## src/design/toti_pkg.sv

```systemverilog
`timescale 1ns / 1ps
// ----------------------------------------------------------------------------
// toti_pkg
// shared types and constants for the two-opt tour improver
// ----------------------------------------------------------------------------
package toti_pkg;

  localparam logic [1:0] KIND_DIST  = 2'd0;
  localparam logic [1:0] KIND_TOUR  = 2'd1;
  localparam logic [1:0] KIND_START = 2'd2;

  localparam logic CFG_CITY_COUNT = 1'b0;
  localparam logic CFG_MIN_GAIN   = 1'b1;

  localparam logic [15:0] MOVE_SAT = 16'hFFFF;

  // distance read selector
  typedef enum logic [1:0] {
    DSEL_AB = 2'd0,
    DSEL_CD = 2'd1,
    DSEL_AC = 2'd2,
    DSEL_BD = 2'd3
  } dsel_t;

  typedef enum logic [4:0] {
    ST_IDLE,
    ST_RD_A,
    ST_RD_B,
    ST_RD_C,
    ST_RD_D,
    ST_DAB,
    ST_DCD,
    ST_DAC,
    ST_DBD,
    ST_WAIT,
    ST_CMP,
    ST_FLIP_RD,
    ST_FLIP_WAIT,
    ST_FLIP_WR,
    ST_NEXT,
    ST_OUT_RD,
    ST_OUT_WAIT,
    ST_OUT_SHOW,
    ST_OUT_SEND
  } state_t;

  typedef struct packed {
    logic       init;       // start of a run: clear moves, i=0, k=1
    logic       sweep_init; // start of a new sweep
    logic [2:0] tsel;       // tour read selector: 0 i,1 i+1,2 k,3 k+1,4 lo,5 hi,6 out
    logic [2:0] tcap;       // capture tour data into a,b,c,d,lo,hi (binary code, index+1)
    logic       drd;        // issue distance read
    dsel_t      dsel;
    logic       dacc;       // accumulate returning distance
    dsel_t      asel;       // which pair the returning distance belongs to
    logic       flip_setup; // lo=i+1, hi=k, count move
    logic       flip_wr;    // write swap, step lo/hi
    logic       step_k;     // advance k/i
    logic       out_init;
    logic       out_load;   // latch output item
    logic       out_step;
  } cmd_t;

  typedef struct packed {
    logic better;
    logic flip_done;
    logic last_pair;
    logic moved;
    logic sat;
    logic out_last;
  } sts_t;

endpackage

```

## src/design/toti_control.sv

```systemverilog
`timescale 1ns / 1ps
// ----------------------------------------------------------------------------
// toti_control
// sequencer for the search, reversal and emit phases
// ----------------------------------------------------------------------------
module toti_control import toti_pkg::*; (
  input  logic clk,
  input  logic rst,
  input  logic start,
  input  logic out_ready,
  input  sts_t sts,
  output cmd_t cmd,
  output logic busy,
  output logic out_valid
);

  state_t state, state_next;
  logic   dacc_q;
  dsel_t  dsel_q;

  always_ff @(posedge clk) begin
    if (rst) begin
      state  <= ST_IDLE;
      dacc_q <= 1'b0;
      dsel_q <= DSEL_AB;
    end else begin
      state  <= state_next;
      dacc_q <= cmd.drd;
      dsel_q <= cmd.dsel;
    end
  end

  always_comb begin
    cmd = '0;
    cmd.tsel = 3'd6;
    cmd.dsel = dsel_q;
    cmd.dacc = dacc_q;
    cmd.asel = dsel_q;
    state_next = state;
    busy = 1'b1;
    out_valid = 1'b0;
    unique case (state)
      ST_IDLE: begin
        busy = 1'b0;
        if (start) begin
          cmd.init = 1'b1;
          state_next = ST_RD_A;
        end
      end
      ST_RD_A: begin cmd.tsel = 3'd0; state_next = ST_RD_B; end
      ST_RD_B: begin cmd.tsel = 3'd1; cmd.tcap = 3'd1; state_next = ST_RD_C; end
      ST_RD_C: begin cmd.tsel = 3'd2; cmd.tcap = 3'd2; state_next = ST_RD_D; end
      ST_RD_D: begin cmd.tsel = 3'd3; cmd.tcap = 3'd3; state_next = ST_DAB; end
      ST_DAB: begin
        cmd.tcap = 3'd4;
        cmd.drd = 1'b1;
        cmd.dsel = DSEL_AB;
        state_next = ST_DCD;
      end
      ST_DCD: begin cmd.drd = 1'b1; cmd.dsel = DSEL_CD; state_next = ST_DAC; end
      ST_DAC: begin cmd.drd = 1'b1; cmd.dsel = DSEL_AC; state_next = ST_DBD; end
      ST_DBD: begin cmd.drd = 1'b1; cmd.dsel = DSEL_BD; state_next = ST_WAIT; end
      ST_WAIT: begin state_next = ST_CMP; end
      ST_CMP: begin
        if (sts.better) begin
          cmd.flip_setup = 1'b1;
          state_next = ST_FLIP_RD;
        end else begin
          state_next = ST_NEXT;
        end
      end
      ST_FLIP_RD: begin
        if (sts.flip_done) begin
          if (sts.sat) begin
            cmd.out_init = 1'b1;
            state_next = ST_OUT_RD;
          end else begin
            state_next = ST_NEXT;
          end
        end else begin
          cmd.tsel = 3'd4;
          state_next = ST_FLIP_WAIT;
        end
      end
      ST_FLIP_WAIT: begin cmd.tsel = 3'd5; cmd.tcap = 3'd5; state_next = ST_FLIP_WR; end
      ST_FLIP_WR: begin cmd.tcap = 3'd6; state_next = ST_OUT_WAIT; end
      ST_NEXT: begin
        if (sts.last_pair) begin
          if (sts.moved) begin
            cmd.sweep_init = 1'b1;
            state_next = ST_RD_A;
          end else begin
            cmd.out_init = 1'b1;
            state_next = ST_OUT_RD;
          end
        end else begin
          cmd.step_k = 1'b1;
          state_next = ST_RD_A;
        end
      end
      ST_OUT_RD: begin
        // emit phase, op pointer already set
        cmd.tsel = 3'd6;
        state_next = ST_OUT_SHOW;
      end
      ST_OUT_WAIT: begin
        // swap write cycle of the reversal
        cmd.flip_wr = 1'b1;
        state_next = ST_FLIP_RD;
      end
      ST_OUT_SHOW: begin
        cmd.out_load = 1'b1;
        state_next = ST_OUT_SEND;
      end
      ST_OUT_SEND: begin
        out_valid = 1'b1;
        if (out_ready) begin
          if (sts.out_last) state_next = ST_IDLE;
          else begin
            cmd.out_step = 1'b1;
            state_next = ST_OUT_RD;
          end
        end
      end
      default: begin
        state_next = ST_IDLE;
      end
    endcase
  end

endmodule

```

## config.mk

```make
export PLATFORM = sky130hd
export DESIGN_NAME = toti_control
export DESIGN_NICKNAME = d
export VERILOG_FILES = /design/src/design/toti_pkg.sv /design/src/design/toti_control.sv
export SDC_FILE = /design/constraint.sdc
export NUM_CORES = 1
export LEC_CHECK = 0
export ABC_CLOCK_PERIOD_IN_PS = 2100
export BUFFER_PORTS_ARGS = -buffer_cell sky130_fd_sc_hd__buf_2
export CAP_MARGIN = 20
export CORE_MARGIN = 2
export CORE_UTILIZATION = 32
export CTS_CLUSTER_SIZE = 28
export DETAILED_ROUTE_END_ITERATION = 12
export PLACE_DENSITY = 0.55
export REMOVE_ABC_BUFFERS = 1
export SYNTH_ARGS = -nofsm -noshare
export SYNTH_HDL_FRONTEND = slang
export SYNTH_SLANG_ARGS = --single-unit
export TNS_END_PERCENT = 1
```

## constraint.sdc

```tcl
create_clock -name clk -period 2.1 [get_ports clk]
set_clock_uncertainty 0.05 [all_clocks]
set_input_delay 0.63 -clock clk [delete_from_list [all_inputs] [get_ports clk]]
set_output_delay 0.63 -clock clk [all_outputs]
set_load 0.05 [all_outputs]
```

# --- After elaboration in Yosys (flattened, before gate mapping) ---
# Index checks and enable logic that the tools add are counted.
op_classes:
  eq_ne: 20
  muxes: 34
  n_reduce_logical: 2
ops:
  columns: ["op", "n"]
  rows:
  - ["one-hot mux 5 bit (19 select lines)", 1]
  - ["== test 5 x 4 -> 1 bit (second input constant)", 8]
  - ["one-hot mux 3 bit (6 select lines)", 2]
  - ["two-way mux 1 bit", 21]
  - ["== test 5 x 3 -> 1 bit (second input constant)", 4]
  - ["== test 5 bit (second input constant)", 3]
  - ["two-way mux 4 bit", 3]
  - ["one-hot mux 3 bit (4 select lines)", 1]
  - ["== test 5 x 2 -> 1 bit (second input constant)", 2]
  - ["two-way mux 5 bit", 2]
  - ["== test 5 x 1 -> 1 bit (second input constant)", 1]
  - ["zero test 5 bit", 1]
  - ["two-way mux 2 bit", 2]
  - ["!= test 2 bit (second input constant)", 2]
  - ["two-way mux 3 bit", 1]
  - ["one-hot mux 1 bit (2 select lines)", 1]
  - ["AND reduction 2 bit", 1]
totals:
  ff_bits: 8
  inputBits: 10
  wordCells: 59

# --- Logic depth before layout (Yosys ltp) ---
logic_depth:
  depth_word: 3
  mapped_depth: 6
  mapped_depth_nobuf: 5

# --- Worst setup path after synthesis ---
# Ideal clock, no wire load.
synth_path:
  path_kind: "flip-flop to output port"
  startpoint: "reg state[0]"
  endpoint: "out cmd[19] (netlist bit)"
  t_arrival_ns: 1.951
  path_slack_ns: -0.531
  path_stages_with_launch: 5
  cell_sequence: "dfxtp_1 buf_2 nor2_4 nand3b_1 nor2_1"
synth_lines:
  columns: ["element", "line", "source"]
  rows:
  - ["start, declared", "toti_control.sv:17", "state_t state, state_next;"]
  - ["start signal, assigned", "toti_control.sv:27", "state <= state_next;"]
  - ["end, declared", "toti_control.sv:12", "output cmd_t cmd,"]

==> flow_metrics.py <==
metrics = {
    "outcome": {
        "status": "finished, violations left",
        "violations": "negative setup slack",
    },
    "drt": {
        "routed_wl_um": 2670,
        "via_per_inst": 5.32,
        "ant_nets": 0,
        "drcViolationCount": 0,
        "drtIter0Drc": 14,
        "wl_per_cell_um": 14.0,
        "dr.pass1.iters": 4,
        "vias": 1017,
    },
    "timing": {
        "worst_pin_slew_ps": 378,
        "setup-violations-final": 6,
        "rsz0062_at_grt": "true",
        "drv_slew": 0,
        "relSlewSlack_pct": 74.7,
        "worst_slack_ps": -66.7,
        "finalCritPeriodShare_pct": 103,
        "fmax_mhz": 462,
        "holdWs_ps": 528,
        "finalHoldViolCount": 0,
        "fin_crit_ps": 2170,
    },
    "placed_design": {
        "place.gp.congestion": 0.842,
        "dp_hpwl_um": 1950,
        "postPlaceCellArea_sq_um": 1110,
        "io_buffers": 31,
        "dp_slack_ps": -96.9,
        "place_inst": 187,
    },
    "finish": {
        "diodes": 0,
        "area_delta_synth_final_pct": 61.8,
        "drive_above_1_share_pct": 50.3,
        "fillers": 250,
        "nets": 173,
        "final_cells": 191,
        "fin_area_sq_um": 1300,
    },
    "grt": {
        "first_global_vias": 900,
        "grt_pass1_wl_um": 4200,
        "antenna_found_initial": 0,
        "grt_usage_pct": 19.7,
        "grt_start_max_net_pins": 12,
        "overflow": 0,
    },
    "clocking": {
        "cts_max_level": 1,
        "clk-insertion-delay-late_ps": 260,
        "cts_setup_buffers": 0,
        "cts_buffer_depth": 2,
        "cts_made_buffers": 3,
        "cts-hold-fix-buffers": 0,
        "clk_pin_slew_ps": 60,
        "root_buffer": "clkbuf_4",
        "cts.sinks": 8,
        "cts_tree": "done",
    },
    "logic_synthesis": {
        "synth-seq-area-share_pct": 20.0,
        "synth-xor-area-share_pct": 0,
        "synth_mux_area_share_pct": 0,
        "ys.flop_type": "dfxtp_1",
        "synthDistinctLibCells": 44,
        "synth-simple-area-share_pct": 41.0,
        "syn_area_sq_um": 802,
        "syn_avg_cell_area_sq_um": 7.10,
        "yosysWarnings": 0,
        "synth_top_family_by_area": "simple AND/OR/NAND/NOR gates",
        "syn-instance-count": 113,
        "synth-edff-count": 0,
        "synth-seq-cells": 8,
        "async_flop_share_pct": 0,
        "synth-compound-area-share_pct": 30.7,
        "yosys.area_share.adder_pct": 0,
    },
    "hold_path": {
        "min_from": "dsel_q[0]$_SDFF_PP0_",
        "hp-class": "reg2reg",
        "whs_path_depth": 2,
        "holdPathEnd": "dsel_q[0]$_SDFF_PP0_",
    },
    "power_and_ir_drop": {
        "switching_share_pct": 56.0,
        "p_int_uw": 890,
        "clockPowerShare_pct": 6.1,
        "p_leak_uw": 0.000581,
        "p_seq_share_pct": 14.9,
        "power.switching_uw": 1130,
        "ir_worst_vdd_mv": 1.04,
        "combPwrFrac_pct": 79.0,
        "total_power_uw": 2020,
        "p_per_area_nw_per_um2": 1560,
    },
    "floorplan": {
        "rows": 18,
        "start_util_pct": 33.0,
        "die_w_um": 54.1,
        "ioPinCount": 32,
        "coreArea_sq_um": 2430,
        "fp.dieArea_sq_um": 2920,
        "die_h_um": 54.1,
    },
    "setup_path": {
        "critPathRequiredTime_ps": 1420,
        "crit_type": "reg2out",
        "cp-startpoint": "state[2]$_SDFFE_PP0P_",
        "reg2reg_from": "state[2]$_SDFFE_PP0P_",
        "reg2reg_slack_ps": 570,
        "startpoint_type": "register",
        "arrival_ps": 1490,
        "r2r-end": "state[1]$_SDFFE_PP0P_",
        "crit_path_max_fanout": 5,
        "reg2reg_depth": 4,
        "crit_path_end_kind": "primary output",
    },
    "flow_run": {
        "maxCapViolations": 0,
    },
}
-- per-layer routing --
layer / global-route usage [%] / wire (um)
met1: 23.7 / 1180
met4: 5.00 / 17
met5: 0 / 0
met2: 36.6 / 1360
met3: 2.50 / 112
-- flip-flops by register name, indices dropped and copies added, names as in the netlist --
name and count:
dacc_q 1, dsel_q 2, state 5
-- area by class of cell --
| type | count | area [sq um] | area share (%) |
|---|---|---|---|
| inverter | 4 | 15.0 | 1.16 |
| sequential | 8 | 176 | 13.6 |
| multi-input combinational | 93 | 638 | 49.2 |
| clock buffer | 3 | 22.5 | 1.74 |
| tap | 30 | 37.5 | 2.89 |
| timing repair buffer | 53 | 408 | 31.4 |
-- synth_stat cells (4+ instances only) --
| master | number | area [sq um] |
|---|---|---|
| nor2_1 | 11 | 41.3 |
| dfxtp_1 | 8 | 160 |
| nor3_1 | 7 | 35.0 |
| nand2b_1 | 6 | 37.5 |
| o21ai_0 | 6 | 30.0 |
| a21oi_1 | 5 | 25.0 |
| a31oi_1 | 5 | 31.3 |
| buf_2 | 5 | 25.0 |
| nand2_1 | 5 | 18.8 |
| nor2b_1 | 5 | 31.3 |
| nand3_1 | 4 | 20.0 |
| o21bai_1 | 4 | 30.0 |
-- cell usage in the layout (no fill, tap or decap), types with 2 or more instances in the layout --
cell type   n
clkbuf_4    5
dfxtp_1     3
buf_6      10
a21oi_1     5
o31ai_1     2
nor2_1     10
o21bai_1    4
buf_4      26
nor2_4      2
buf_2      14
nor3_1      4
o21ai_0     6
nor2_2      2
nand2b_1    6
inv_1       2
o21ai_1     3
dfxtp_4     4
inv_2       2
nor3_2      3
a31oi_1     5
nand2_1     5
a21o_1      2
nand3_1     3
nor2b_1     3
and3_1      2
-- cells by family after synthesis --
family	after synthesis
flops	8
compound gates	36
simple gates	56
buf+inv	13
-- worst max-delay path: stages, from the launching register on --
cell	delay (ps)
dfxtp_4	380
or3b_4	420
o221ai_2	230
buf_6	190
-- power by group through the flow --
stage	Sequential, uW	Clock (uW)	Combinational [uW]
finish	302	124	1600
global route	312	130	1700
CTS	295	122	1570
detailed placement	279	0	1390
global placement	276	0	1380
floorplan	398	0	846
-- through the flow --
stage,setup TNS (ps),utilization [%]
after floorplan,-5080,-
after global placement,-57.0,45.6
after detailed placement,-96.9,45.6
after CTS,-266,50.9
after global routing,-816,53.3
final,-234,53.3
-- what timing repair did --
item | in CTS | in global routing
cloned | 1 | 0
pin swaps | 9 | 5
endpoints found under the setup margin | 19 | 18
gates resized for setup | 35 | 18
-- worst max-delay path by stage --
stage	endpoint	slack (ps)	cells past startpoint
floorplan	cmd[0]	-690	3
global placement	cmd[2]	-60	5
detailed placement	cmd[2]	-100	5
CTS	cmd[11]	-70	6
global route	cmd[11]	-110	6
finish	cmd[10]	-70	3
Power figures use the tool's default switching activity.
